[src/sck_pkg.sv]
// Package for the SHA-256 counter-mode keystream cipher.
// Holds round constants, initial hash values, controller-datapath command types.
`timescale 1ns / 1ps
package sck_pkg;

  localparam int unsigned DataW      = 8;
  localparam int unsigned RegW       = 64;
  localparam int unsigned RegIdxW    = 1;
  localparam int unsigned BlockBytes = 32;
  localparam int unsigned PosW       = $clog2(BlockBytes);
  localparam int unsigned CtrW       = 32;
  localparam int unsigned RoundW     = 6;

  localparam logic [RegIdxW-1:0] RegDeviceId = 1'b0;
  localparam logic [RegIdxW-1:0] RegSalt     = 1'b1;

  localparam logic [63:0] SaltReset = 64'h6573706E6F6B6961;

  localparam logic [31:0] RoundK [64] = '{
    32'h428a2f98, 32'h71374491, 32'hb5c0fbcf, 32'he9b5dba5,
    32'h3956c25b, 32'h59f111f1, 32'h923f82a4, 32'hab1c5ed5,
    32'hd807aa98, 32'h12835b01, 32'h243185be, 32'h550c7dc3,
    32'h72be5d74, 32'h80deb1fe, 32'h9bdc06a7, 32'hc19bf174,
    32'he49b69c1, 32'hefbe4786, 32'h0fc19dc6, 32'h240ca1cc,
    32'h2de92c6f, 32'h4a7484aa, 32'h5cb0a9dc, 32'h76f988da,
    32'h983e5152, 32'ha831c66d, 32'hb00327c8, 32'hbf597fc7,
    32'hc6e00bf3, 32'hd5a79147, 32'h06ca6351, 32'h14292967,
    32'h27b70a85, 32'h2e1b2138, 32'h4d2c6dfc, 32'h53380d13,
    32'h650a7354, 32'h766a0abb, 32'h81c2c92e, 32'h92722c85,
    32'ha2bfe8a1, 32'ha81a664b, 32'hc24b8b70, 32'hc76c51a3,
    32'hd192e819, 32'hd6990624, 32'hf40e3585, 32'h106aa070,
    32'h19a4c116, 32'h1e376c08, 32'h2748774c, 32'h34b0bcb5,
    32'h391c0cb3, 32'h4ed8aa4a, 32'h5b9cca4f, 32'h682e6ff3,
    32'h748f82ee, 32'h78a5636f, 32'h84c87814, 32'h8cc70208,
    32'h90befffa, 32'ha4506ceb, 32'hbef9a3f7, 32'hc67178f2
  };

  localparam logic [255:0] InitH =
    256'h6a09e667_bb67ae85_3c6ef372_a54ff53a_510e527f_9b05688c_1f83d9ab_5be0cd19;

  // controller -> datapath
  typedef struct packed {
    logic load_key_msg;   // load schedule with key-derivation block
    logic load_ctr_msg;   // load schedule with keystream block
    logic round;          // run one compression round
    logic finish_key;     // latch digest as key
    logic finish_ks;      // latch digest as keystream block
  } dp_cmd_t;

  typedef struct packed {
    logic [RoundW-1:0] round_idx;
  } dp_stat_t;

endpackage

[src/sck_stream_if.sv]
// Valid/ready channel carrying one byte word and a last flag.
// Depends on sck_pkg.
`timescale 1ns / 1ps
interface sck_stream_if;
  logic                     valid;
  logic                     ready;
  logic [sck_pkg::DataW-1:0] data;
  logic                     last;
  modport source (output valid, output data, output last, input ready);
  modport sink (input valid, input data, input last, output ready);
endinterface

[src/sha256_ctr_keystream_xor_top.sv]
// Top level of the SHA-256 counter-mode keystream cipher.
// Uses sck_pkg, sck_stream_if, sck_ctrl, sck_datapath.
// Usage:
//   in_if (sink): one message byte word per handshake with a last flag.
//   out_if (source): the byte XORed with keystream, last flag copied.
//   cfg: cfg_we_i/cfg_idx_i/cfg_data_i; 0 = device_id, 1 = salt_prefix.
//   Write config only while idle; a write restarts the message and key.
// The SHA-256 core runs one round per cycle, 64 rounds a digest.
//   A byte mid-block uses the latched keystream block; the first byte of a
//   block waits for a keystream digest; the first byte after reset or a
//   config write waits for the key digest and then the keystream digest.
// One byte is in flight at a time; the next is accepted after the result
// register has been handed off. A stalled receiver holds the result and
// blocks new input. Reset clears key-ready, position and counter.
`timescale 1ns / 1ps
module sha256_ctr_keystream_xor_top (
  input  logic                          clk_i,
  input  logic                          rst_ni,
  input  logic                          cfg_we_i,
  input  logic [sck_pkg::RegIdxW-1:0]   cfg_idx_i,
  input  logic [sck_pkg::RegW-1:0]      cfg_data_i,
  sck_stream_if.sink                    in_if,
  sck_stream_if.source                  out_if
);
  import sck_pkg::*;

  logic [63:0]       dev_q, salt_q;
  dp_cmd_t           cmd;
  logic [RoundW-1:0] rnd;
  logic [CtrW-1:0]   ctr;
  logic [255:0]      ks;

  always_ff @(posedge clk_i or negedge rst_ni) begin
    if (!rst_ni) begin
      dev_q <= '0;
      salt_q <= SaltReset;
    end else if (cfg_we_i) begin
      if (cfg_idx_i == RegDeviceId) dev_q <= cfg_data_i;
      else salt_q <= cfg_data_i;
    end
  end

  sck_ctrl u_ctrl (
    .clk_i, .rst_ni, .cfg_we_i, .cfg_idx_i,
    .in_valid_i(in_if.valid), .in_ready_o(in_if.ready),
    .in_data_i(in_if.data), .in_last_i(in_if.last),
    .out_valid_o(out_if.valid), .out_ready_i(out_if.ready),
    .out_data_o(out_if.data), .out_last_o(out_if.last),
    .cmd_o(cmd), .round_o(rnd), .ctr_o(ctr), .ks_i(ks)
  );

  sck_datapath u_dp (
    .clk_i, .cmd_i(cmd), .round_i(rnd),
    .device_id_i(dev_q), .salt_i(salt_q), .ctr_i(ctr), .ks_o(ks)
  );

endmodule

[src/sck_datapath.sv]
// SHA-256 datapath: schedule window, working variables, one round per cycle.
// Holds key and keystream block registers. Depends on sck_pkg.
`timescale 1ns / 1ps
module sck_datapath (
  input  logic                         clk_i,
  input  sck_pkg::dp_cmd_t             cmd_i,
  input  logic [sck_pkg::RoundW-1:0]   round_i,
  input  logic [63:0]                  device_id_i,
  input  logic [63:0]                  salt_i,
  input  logic [sck_pkg::CtrW-1:0]     ctr_i,
  output logic [255:0]                 ks_o
);
  import sck_pkg::*;

  logic [31:0]  w_q [16];
  logic [31:0]  v_q [8];
  logic [255:0] key_q;
  logic [255:0] ks_q;
  logic [511:0] blk;
  logic [31:0]  w15, w2, sg0, sg1, w_new, w_cur;
  logic [31:0]  s1, ch, t1, s0, mj, t2;
  logic [255:0] dig;

  function automatic logic [31:0] rotr(input logic [31:0] x, input int unsigned n);
    rotr = (x >> n) | (x << (32 - n));
  endfunction

  always_comb begin
    blk = '0;
    if (cmd_i.load_key_msg) begin
      blk[511:448] = salt_i;
      for (int i = 0; i < 8; i++) begin
        blk[447-8*i -: 8] = device_id_i[8*i +: 8];
      end
      blk[383:376] = 8'h80;
      blk[15:0]    = 16'd128;
    end else begin
      blk[511:256] = key_q;
      for (int i = 0; i < 4; i++) begin
        blk[255-8*i -: 8] = ctr_i[8*i +: 8];
      end
      blk[223:216] = 8'h80;
      blk[15:0]    = 16'd288;
    end
  end

  // rolling 16-word window: w_q[0] is always the current word
  always_comb begin
    w15   = w_q[1];
    w2    = w_q[14];
    sg0   = rotr(w15, 7) ^ rotr(w15, 18) ^ (w15 >> 3);
    sg1   = rotr(w2, 17) ^ rotr(w2, 19) ^ (w2 >> 10);
    w_new = w_q[0] + sg0 + w_q[9] + sg1;
    w_cur = w_q[0];
    s1 = rotr(v_q[4], 6) ^ rotr(v_q[4], 11) ^ rotr(v_q[4], 25);
    ch = (v_q[4] & v_q[5]) ^ (~v_q[4] & v_q[6]);
    t1 = v_q[7] + s1 + ch + RoundK[round_i] + w_cur;
    s0 = rotr(v_q[0], 2) ^ rotr(v_q[0], 13) ^ rotr(v_q[0], 22);
    mj = (v_q[0] & v_q[1]) ^ (v_q[0] & v_q[2]) ^ (v_q[1] & v_q[2]);
    t2 = s0 + mj;
    for (int i = 0; i < 8; i++) begin
      dig[255-32*i -: 32] = InitH[255-32*i -: 32] + v_q[i];
    end
  end

  always_ff @(posedge clk_i) begin
    if (cmd_i.load_key_msg || cmd_i.load_ctr_msg) begin
      for (int i = 0; i < 16; i++) begin
        w_q[i] <= blk[511-32*i -: 32];
      end
      for (int i = 0; i < 8; i++) begin
        v_q[i] <= InitH[255-32*i -: 32];
      end
    end else if (cmd_i.round) begin
      for (int i = 0; i < 15; i++) begin
        w_q[i] <= w_q[i+1];
      end
      w_q[15] <= w_new;
      v_q[7] <= v_q[6];
      v_q[6] <= v_q[5];
      v_q[5] <= v_q[4];
      v_q[4] <= v_q[3] + t1;
      v_q[3] <= v_q[2];
      v_q[2] <= v_q[1];
      v_q[1] <= v_q[0];
      v_q[0] <= t1 + t2;
    end
    if (cmd_i.finish_key) key_q <= dig;
    if (cmd_i.finish_ks)  ks_q  <= dig;
  end

  assign ks_o = ks_q;

endmodule

[src/sck_ctrl.sv]
// Controller: key derivation, block refill sequencing, byte position/counter,
// handshakes and output register. Depends on sck_pkg.
`timescale 1ns / 1ps
module sck_ctrl (
  input  logic                          clk_i,
  input  logic                          rst_ni,
  input  logic                          cfg_we_i,
  input  logic [sck_pkg::RegIdxW-1:0]   cfg_idx_i,
  input  logic                          in_valid_i,
  output logic                          in_ready_o,
  input  logic [sck_pkg::DataW-1:0]     in_data_i,
  input  logic                          in_last_i,
  output logic                          out_valid_o,
  input  logic                          out_ready_i,
  output logic [sck_pkg::DataW-1:0]     out_data_o,
  output logic                          out_last_o,
  output sck_pkg::dp_cmd_t              cmd_o,
  output logic [sck_pkg::RoundW-1:0]    round_o,
  output logic [sck_pkg::CtrW-1:0]      ctr_o,
  input  logic [255:0]                  ks_i
);
  import sck_pkg::*;

  localparam logic [2:0] StIdle  = 3'd0;
  localparam logic [2:0] StKeyLd = 3'd1;
  localparam logic [2:0] StKeyRd = 3'd2;
  localparam logic [2:0] StKsLd  = 3'd3;
  localparam logic [2:0] StKsRd  = 3'd4;
  localparam logic [2:0] StOut   = 3'd5;

  logic [2:0]       st_q, st_d;
  logic [RoundW-1:0] rnd_q, rnd_d;
  logic             key_rdy_q, key_rdy_d;
  logic [PosW-1:0]  pos_q, pos_d;
  logic [CtrW-1:0]  ctr_q, ctr_d;
  logic [DataW-1:0] dat_q, dat_d;
  logic             lst_q, lst_d;
  logic             ov_q, ov_d;
  logic             cfg_hit;
  logic             acc;
  logic             fin_q;
  logic             out_go;

  // both indexes of a 1-bit index are valid registers
  assign cfg_hit = cfg_we_i && (cfg_idx_i == RegDeviceId || cfg_idx_i == RegSalt);
  assign in_ready_o = (st_q == StIdle) && !ov_q;
  assign acc = in_valid_i && in_ready_o;
  // result is formed once any fresh keystream block has been latched and the output register is free
  assign out_go = (st_q == StOut) && !ov_q && !fin_q;

  always_comb begin
    st_d = st_q; rnd_d = rnd_q; key_rdy_d = key_rdy_q;
    pos_d = pos_q; ctr_d = ctr_q; dat_d = dat_q; lst_d = lst_q;
    ov_d = ov_q && !out_ready_i;
    cmd_o = '0;
    case (st_q)
      StIdle: begin
        if (acc) begin
          dat_d = in_data_i;
          lst_d = in_last_i;
          if (!key_rdy_q) begin
            st_d = StKeyLd;
          end else if (pos_q == '0) begin
            st_d = StKsLd;
          end else begin
            st_d = StOut;
          end
        end
      end
      StKeyLd: begin
        cmd_o.load_key_msg = 1'b1;
        rnd_d = '0;
        st_d = StKeyRd;
      end
      StKeyRd: begin
        cmd_o.round = 1'b1;
        rnd_d = rnd_q + 1'b1;
        if (rnd_q == '1) begin
          st_d = StKsLd;
        end
      end
      StKsLd: begin
        // key digest is final in the cycle after the last key round
        if (!key_rdy_q) begin
          cmd_o.finish_key = 1'b1;
          key_rdy_d = 1'b1;
        end
        cmd_o.load_ctr_msg = key_rdy_q;
        rnd_d = '0;
        st_d = key_rdy_q ? StKsRd : StKsLd;
        if (key_rdy_q && pos_q != '0) st_d = StOut;
      end
      StKsRd: begin
        cmd_o.round = 1'b1;
        rnd_d = rnd_q + 1'b1;
        if (rnd_q == '1) begin
          st_d = StOut;
        end
      end
      StOut: begin
        // latch digest on the way through when a block was just computed
        cmd_o.finish_ks = fin_q;
        if (out_go) begin
          st_d = StIdle;
        end
      end
      default: st_d = StIdle;
    endcase
    if (out_go) begin
      ov_d = 1'b1;
      if (lst_q) begin
        pos_d = '0;
        ctr_d = '0;
      end else begin
        pos_d = pos_q + 1'b1;
        if (pos_q == '1) ctr_d = ctr_q + 1'b1;
      end
    end
    if (cfg_hit) begin
      key_rdy_d = 1'b0;
      pos_d = '0;
      ctr_d = '0;
    end
  end

  // digest capture: flagged in the cycle after the final round
  always_ff @(posedge clk_i or negedge rst_ni) begin
    if (!rst_ni) begin
      fin_q <= 1'b0;
    end else begin
      fin_q <= (st_q == StKsRd) && (rnd_q == '1);
    end
  end

  always_ff @(posedge clk_i or negedge rst_ni) begin
    if (!rst_ni) begin
      st_q <= StIdle; rnd_q <= '0; key_rdy_q <= 1'b0;
      pos_q <= '0; ctr_q <= '0; ov_q <= 1'b0;
    end else begin
      st_q <= st_d; rnd_q <= rnd_d; key_rdy_q <= key_rdy_d;
      pos_q <= pos_d; ctr_q <= ctr_d; ov_q <= ov_d;
    end
  end

  always_ff @(posedge clk_i) begin
    dat_q <= dat_d;
    lst_q <= lst_d;
  end

  logic [DataW-1:0] obyte_q;
  logic             olast_q;
  logic [255:0]     ksv;
  assign ksv = ks_i;
  always_ff @(posedge clk_i) begin
    if (out_go) begin
      obyte_q <= dat_q ^ ksv[255 - 8*pos_q -: 8];
      olast_q <= lst_q;
    end
  end

  assign out_valid_o = ov_q;
  assign out_data_o = obyte_q;
  assign out_last_o = olast_q;
  assign round_o = rnd_q;
  assign ctr_o = ctr_q;

`ifndef SYNTH
  a_no_accept_busy: assert property (@(posedge clk_i) disable iff (!rst_ni)
    (st_q != StIdle) |-> !in_ready_o) else $error("accept while busy");
  a_pos_clear_cfg: assert property (@(posedge clk_i) disable iff (!rst_ni)
    cfg_hit |=> (pos_q == '0 && ctr_q == '0 && !key_rdy_q)) else $error("cfg restart");
  a_key_before_ks: assert property (@(posedge clk_i) disable iff (!rst_ni)
    (st_q == StKsRd) |-> key_rdy_q) else $error("keystream without key");
`endif

endmodule

[src/flat_wrapper.sv]
// flat-port wrapper written by rule: the top's interface ports become plain ports
module sha256_ctr_keystream_xor_top_flat import sck_pkg::*;
  (clk_i, rst_ni, cfg_we_i, cfg_idx_i, cfg_data_i, in_if_valid, in_if_data, in_if_last, in_if_ready, out_if_valid, out_if_data, out_if_last, out_if_ready);
  sck_stream_if in_if_i ();
  sck_stream_if out_if_i ();
  input  logic clk_i;
  input  logic rst_ni;
  input  logic cfg_we_i;
  input  logic [sck_pkg::RegIdxW-1:0] cfg_idx_i;
  input  logic [sck_pkg::RegW-1:0] cfg_data_i;
  input wire logic [$bits(in_if_i.valid)-1:0] in_if_valid;
  input wire logic [$bits(in_if_i.data)-1:0] in_if_data;
  input wire logic [$bits(in_if_i.last)-1:0] in_if_last;
  output wire logic [$bits(in_if_i.ready)-1:0] in_if_ready;
  output wire logic [$bits(out_if_i.valid)-1:0] out_if_valid;
  output wire logic [$bits(out_if_i.data)-1:0] out_if_data;
  output wire logic [$bits(out_if_i.last)-1:0] out_if_last;
  input wire logic [$bits(out_if_i.ready)-1:0] out_if_ready;
  assign in_if_i.valid = in_if_valid;
  assign in_if_i.data = in_if_data;
  assign in_if_i.last = in_if_last;
  assign in_if_ready = in_if_i.ready;
  assign out_if_valid = out_if_i.valid;
  assign out_if_data = out_if_i.data;
  assign out_if_last = out_if_i.last;
  assign out_if_i.ready = out_if_ready;
  sha256_ctr_keystream_xor_top u_core (.clk_i(clk_i), .rst_ni(rst_ni), .cfg_we_i(cfg_we_i), .cfg_idx_i(cfg_idx_i), .cfg_data_i(cfg_data_i), .in_if(in_if_i), .out_if(out_if_i));
endmodule
[config.mk]
export PLATFORM = sky130hd
export DESIGN_NAME = sha256_ctr_keystream_xor_top_flat
export DESIGN_NICKNAME = d
export VERILOG_FILES = /design/src/sck_pkg.sv /design/src/sck_stream_if.sv /design/src/sha256_ctr_keystream_xor_top.sv /design/src/sck_datapath.sv /design/src/sck_ctrl.sv /design/src/flat_wrapper.sv
export SDC_FILE = /design/constraint.sdc
export NUM_CORES = 2
export LEC_CHECK = 0
export BUFFER_PORTS_ARGS = -buffer_cell sky130_fd_sc_hd__buf_2
export CORE_UTILIZATION = 28
export CTS_CLUSTER_SIZE = 10
export DETAILED_ROUTE_END_ITERATION = 10
export PLACE_DENSITY = 0.48
export SLEW_MARGIN = 10
export SYNTH_ARGS = -nofsm -noshare
export SYNTH_HDL_FRONTEND = slang
export SYNTH_SLANG_ARGS = --single-unit
[constraint.sdc]
create_clock -name clk_i -period 18.7 [get_ports clk_i]
set_clock_uncertainty 0.05 [all_clocks]
set_input_delay 3.74 -clock clk_i [delete_from_list [all_inputs] [get_ports clk_i]]
set_output_delay 3.74 -clock clk_i [all_outputs]
set_load 0.02 [all_outputs]
# ---- Word-level counts from Yosys, hierarchy flattened
# Memories as Yosys holds them, arrays and structs flattened.
# Cells that the tools add are included.
dict set report classes {
  addsub 22
  order_cmp 1
  eq_ne 11
  shifts 1
  mux 60
  n_bitwise 54
  reduce_logical 25
}
# op count
set op_table {}
lappend op_table {{$mux 32} 30}
lappend op_table {{$add 32x32->32} 10}
lappend op_table {{$xor 32x32->32} 9}
lappend op_table {{$shiftx 263x33->8} 1}
lappend op_table {{$and 32x32->32} 5}
lappend op_table {{$mux 160} 1}
lappend op_table {{$mux 136} 1}
lappend op_table {{$add 31x32->32 const A} 3}
lappend op_table {{$add 32x32->32 const A} 3}
lappend op_table {{$add 29x32->32 const A} 1}
lappend op_table {{$add 30x32->32 const A} 1}
lappend op_table {{$add 32x1->32 const B} 1}
lappend op_table {{$not 32->32} 1}
lappend op_table {{$or 10x32->32} 1}
lappend op_table {{$or 13x32->32} 1}
lappend op_table {{$or 14x32->32} 1}
lappend op_table {{$or 15x32->32} 1}
lappend op_table {{$or 19x32->32} 1}
lappend op_table {{$or 21x32->32} 1}
lappend op_table {{$or 25x32->32} 1}
lappend op_table {{$or 26x32->32} 1}
lappend op_table {{$or 30x32->32} 1}
lappend op_table {{$or 7x32->32} 1}
lappend op_table {{$xor 32x22->32} 1}
lappend op_table {{32 further kinds} 96}
dict set report totals {
  register_bits 707
  ram_bits 768
  mem_bits_ro 2048
  input_bits 79
  output_inout_bits 11
  memories 3
}
# memory depth word_bits rd rd_ports_with_merged_regs wr line
set memory_table {}
lappend memory_table {{(name not given)} 64 32 1 0 0 sck_datapath.sv:57} ;# t1 = v_q[7] + s1 + ch + RoundK[round_i] + w_cur;
lappend memory_table {u_core.u_dp.w_q 16 32 16 0 16 sck_datapath.sv:15} ;# logic [31:0] w_q [16];
lappend memory_table {u_core.u_dp.v_q 8 32 8 0 8 sck_datapath.sv:16} ;# logic [31:0] v_q [8];

# ---- Longest topological paths before layout
# An unclocked memory read counts as a cell.
dict set report logic_depth {
  word_depth 10
  ltp_mapped 39
  mapped_depth_nobuf 37
}

# ---- Modules after synthesis
# From an unflattened synthesis, not the netlist that was laid out.
dict set report hier_totals {
  hier_cells 6364
  hier_area_um2 77625.7
}
# mod n_inst cells_each area_each_um2
set by_module_without_submodules {}
lappend by_module_without_submodules {sck_datapath 1 5526 66955.5}
lappend by_module_without_submodules {sck_ctrl 1 567 5495.3}
lappend by_module_without_submodules {sha256_ctr_keystream_xor_top 1 271 5175.0}

# ---- Least setup slack after synthesis
# Ideal clock, no wire load.
dict set report synth_timing {
  path_type {register to register}
  startpoint {register u_core.u_ctrl.st_q[0]}
  endpoint {memory u_core.u_dp.v_q[0][0], enable pin}
  setup_ns 5.306
  arrival_time_ns 14.052
  path_slack_ns -0.708
  stages_incl_launch_ff 7
  path_buffers 3
  path_cell_list {dfrtp_1 -> clkbuf_1 -> clkinv_1 -> nand2_1 -> clkbuf_1 -> buf_1 -> nand2_1}
}
# item line
set synth_rtl {}
lappend synth_rtl {{from (decl)} sck_ctrl.sv:31} ;# logic [2:0] st_q, st_d;
lappend synth_rtl {{from (signal assigned)} sck_ctrl.sv:140} ;# st_q <= st_d; rnd_q <= rnd_d; key_rdy_q <= key_rdy_d;
lappend synth_rtl {{to (decl)} sck_datapath.sv:16}

==> flow_metrics.tcl <==
set metrics [dict create \
    synth_area_leaders "edfxtp_1 (51%), fa_1 (4.9%), xnor2_1 (4.7%)" \
    synth_top_area_share_pct 50.8 \
    cp_top_family "adder cells" \
    vias 52000 \
    slew_violations 0 \
    synth_area_um2 76800 \
    cpPeakStageDelay_ns 0.89 \
    final_hold_viol_count 0 \
    layout_common_cells "edfxtp_1 (1298), nand2_1 (842), xnor2_1 (407), nor2_1 (403), inv_1 (270)" \
    ys_warn_count 0 \
    dp_hpwl_mm 218 \
    drc_errors 0 \
    io_pins 90 \
    grt_max_degree 191 \
    ys_seq_elements 1475 \
    rsz0062_at_grt "false" \
    syn_inst 6408 \
    htreeDepth 4 \
    tritoncts "built" \
    first_pass_iters 6 \
    cts-root-buf "clkbuf_16" \
    postCtsSetupRepairBufs 0 \
    viasPerCell 5.16 \
    synth-async-reset-ratio_pct 12.0 \
    ys_types 96 \
    worstHoldPathCells 1 \
    max-cap-violations 0 \
    worst_pin_slew_ns 1.12 \
    rows 191 \
    crit_required_ns 19.18 \
    crit_cells 36 \
    syn_avg_cell_area_um2 12.0 \
    status "finished, final reports clean" \
    ant_nets 0 \
    grt_overflow 0 \
    die_w_um 526 \
    endpoint_kind "register" \
    hold_class "reg -> reg" \
    min_period_ns 10.69 \
    cp-endpoint "u_core.u_dp.v_q[0][28]" \
    fmax_ghz 0.0935 \
    slew_headroom_pct 24.8 \
    rr_startpoint "u_core.u_ctrl.round_o[1]" \
    numCtsBuffers 176 \
    clock_sinks 1475 \
    crit_buf_inv 7 \
    critPathArrivalTime_ns 11.18 \
    yosysSeqAreaShare_pct 56.6 \
    start_kind "register" \
    hp-start "u_core.u_dp.w_q[1][154]" \
    reg2reg_slack_ns 8.01 \
    grt_pass1_vias 49700 \
    clk_pin_slew_ns 0.06 \
    coreArea_um2 272000 \
    place_congestion 0.973 \
    grt_use_total_pct 20.7 \
    cts-hold-fix-buffers 0 \
    areaGrowthSynthToFinish_pct 12.5 \
    fin_crit_sh_pct 57.2 \
    synth-edff-count 1298 \
    crit_type "reg -> reg" \
    grt_first_pass_wirelength_mm 402 \
    grt_antenna_before_repair 19 \
    drt-wirelength-per-cell_um 29.0 \
    synth_fp_nets 6827 \
    clk_latency_ns 0.85 \
    drt_iter0_drc 5992 \
    fin_tns_setup_ns 0 \
    final_common_cell "edfxtp_1" \
    path_max_fanout 31 \
    cts_buffer_depth 3 \
    r2r-end "u_core.u_dp.v_q[0][28]" \
    routed_wl_mm 292 \
    drive_above_1_share_pct 10.7 \
    cts_resized 0 \
    cpMaxStageDelayCell "ha_1" \
    die_y_um 526 \
    reg2reg_depth 36 \
    critPathLaunch "u_core.u_ctrl.round_o[1]" \
    die-area_um2 276000 \
    portBuffers 89 \
    synth_top_area_cell "edfxtp_1" \
    nets 6804 \
    initial_utilization_pct 28.3 \
    finalSetupViolations 0 \
    synthFlopType "edfxtp_1" \
]
==> per-layer routing <==
layer,track usage (%),up-vias,part of all wire (%),routed length [µm]
met5,0,-,0.011,32
met3,3.27,392,6.4,18700
met2,33.0,1962,46,136000
li1,-,22800,-,-
met4,7.20,6,3.8,11200
met1,28.2,26900,43,126000
==> worst reg2reg max path, delay by kind of cell (launching register included) <==
kind	cells	cell delay, ns
buf+inv	7	1.79
compound gates	13	3.18
xor+xnor	2	0.41
simple gates	6	0.85
flops	1	0.31
fa+ha+maj	8	3.85
==> through the flow <==
step           hold slack, ns  std cells  utilization [%]  setup WS, ns  cell area, µm²
3_3_place_gp            0.439       9777             29.8          8.20           81000
5_1_grt                 0.453      10100             31.8          7.52           86400
2_1_floorplan           0.402       6408                -          5.97           76800
6_report                0.448      10100             31.8          8.01           86400
4_1_cts                 0.439      10100             31.8          8.12           86400
3_5_place_dp            0.442       9777             29.8          8.15           81000
==> flip-flops by register name (all words and copies together) (netlist names) <==
signal and cells:
u_core.u_dp.w_q 512, u_core.u_dp.key_q 256, u_core.u_dp.ks_o 256, u_core.u_dp.v_q 256, u_core.dev_q 64, u_core.salt_q 64
u_core.u_ctrl.ctr_o 32, u_core.u_ctrl.dat_q 8, u_core.u_ctrl.out_data_o 8, u_core.u_ctrl.round_o 6, u_core.u_ctrl.pos_q 5, u_core.u_ctrl.st_q 3
u_core.u_ctrl.fin_q 1, u_core.u_ctrl.key_rdy_q 1, u_core.u_ctrl.lst_q 1, u_core.u_ctrl.out_last_o 1, u_core.u_ctrl.out_valid_o 1
==> how the worst min path moves through the flow <==
stage | to | slack [ns]
floorplan | u_core.u_dp.key_q[128] | 0.40
global placement | u_core.u_dp.w_q[0][185] | 0.44
detailed placement | u_core.u_dp.w_q[0][153] | 0.44
CTS | u_core.u_dp.w_q[0][232] | 0.44
global route | u_core.u_dp.w_q[1][216] | 0.45
finish | u_core.u_dp.w_q[1][122] | 0.45
==> Yosys cell counts, types with 7 or more instances <==
cell type / number
a2111oi_0: 10
a211o_1: 11
a211oi_1: 36
a21boi_0: 13
a21o_1: 91
a21oi_1: 220
a22oi_1: 7
a311oi_1: 16
a31oi_1: 167
and2_1: 19
and3_1: 132
and4_1: 7
buf_1: 28
buf_2: 28
clkbuf_1: 304
dfrtp_1: 142
dfstp_2: 35
edfxtp_1: 1298
fa_1: 187
ha_1: 153
inv_1: 270
mux2_2: 149
mux2i_1: 26
mux4_2: 86
nand2_1: 846
nand2b_1: 49
nand3_1: 223
nand3b_1: 15
nand4_1: 18
nor2_1: 407
nor2b_1: 191
nor3_1: 62
o211ai_1: 17
o21a_1: 32
o21ai_0: 208
o21bai_1: 17
o311ai_0: 8
o31ai_1: 19
or2_2: 17
or3_1: 119
xnor2_1: 408
xor2_1: 194
==> layout make-up <==
cell class | instances | area [µm²]
fillers | 27200 | 185000
flip-flops and latches | 1475 | 43500
multi-input cells | 4296 | 31000
clock buffers | 258 | 4750
well taps | 3570 | 4470
repair buffers | 162 | 1050
inverters | 274 | 1030
clock inverters | 39 | 576
diodes | 8 | 20.0
==> cells by family after synthesis <==
family	Yosys count	synth area share, %
multiplexers	261	5.05
flip-flops	1475	56.6
AO/OA/AOI/OAI	951	7.90
buffers and inverters	637	3.18
AND/OR/NAND/NOR	2139	13.0
XOR/XNOR	603	6.90
adder cells (fa/ha/maj)	342	7.39
Power is not shown: default switching activity piles up to over one toggle a cycle in this logic, so the estimate is an artifact.
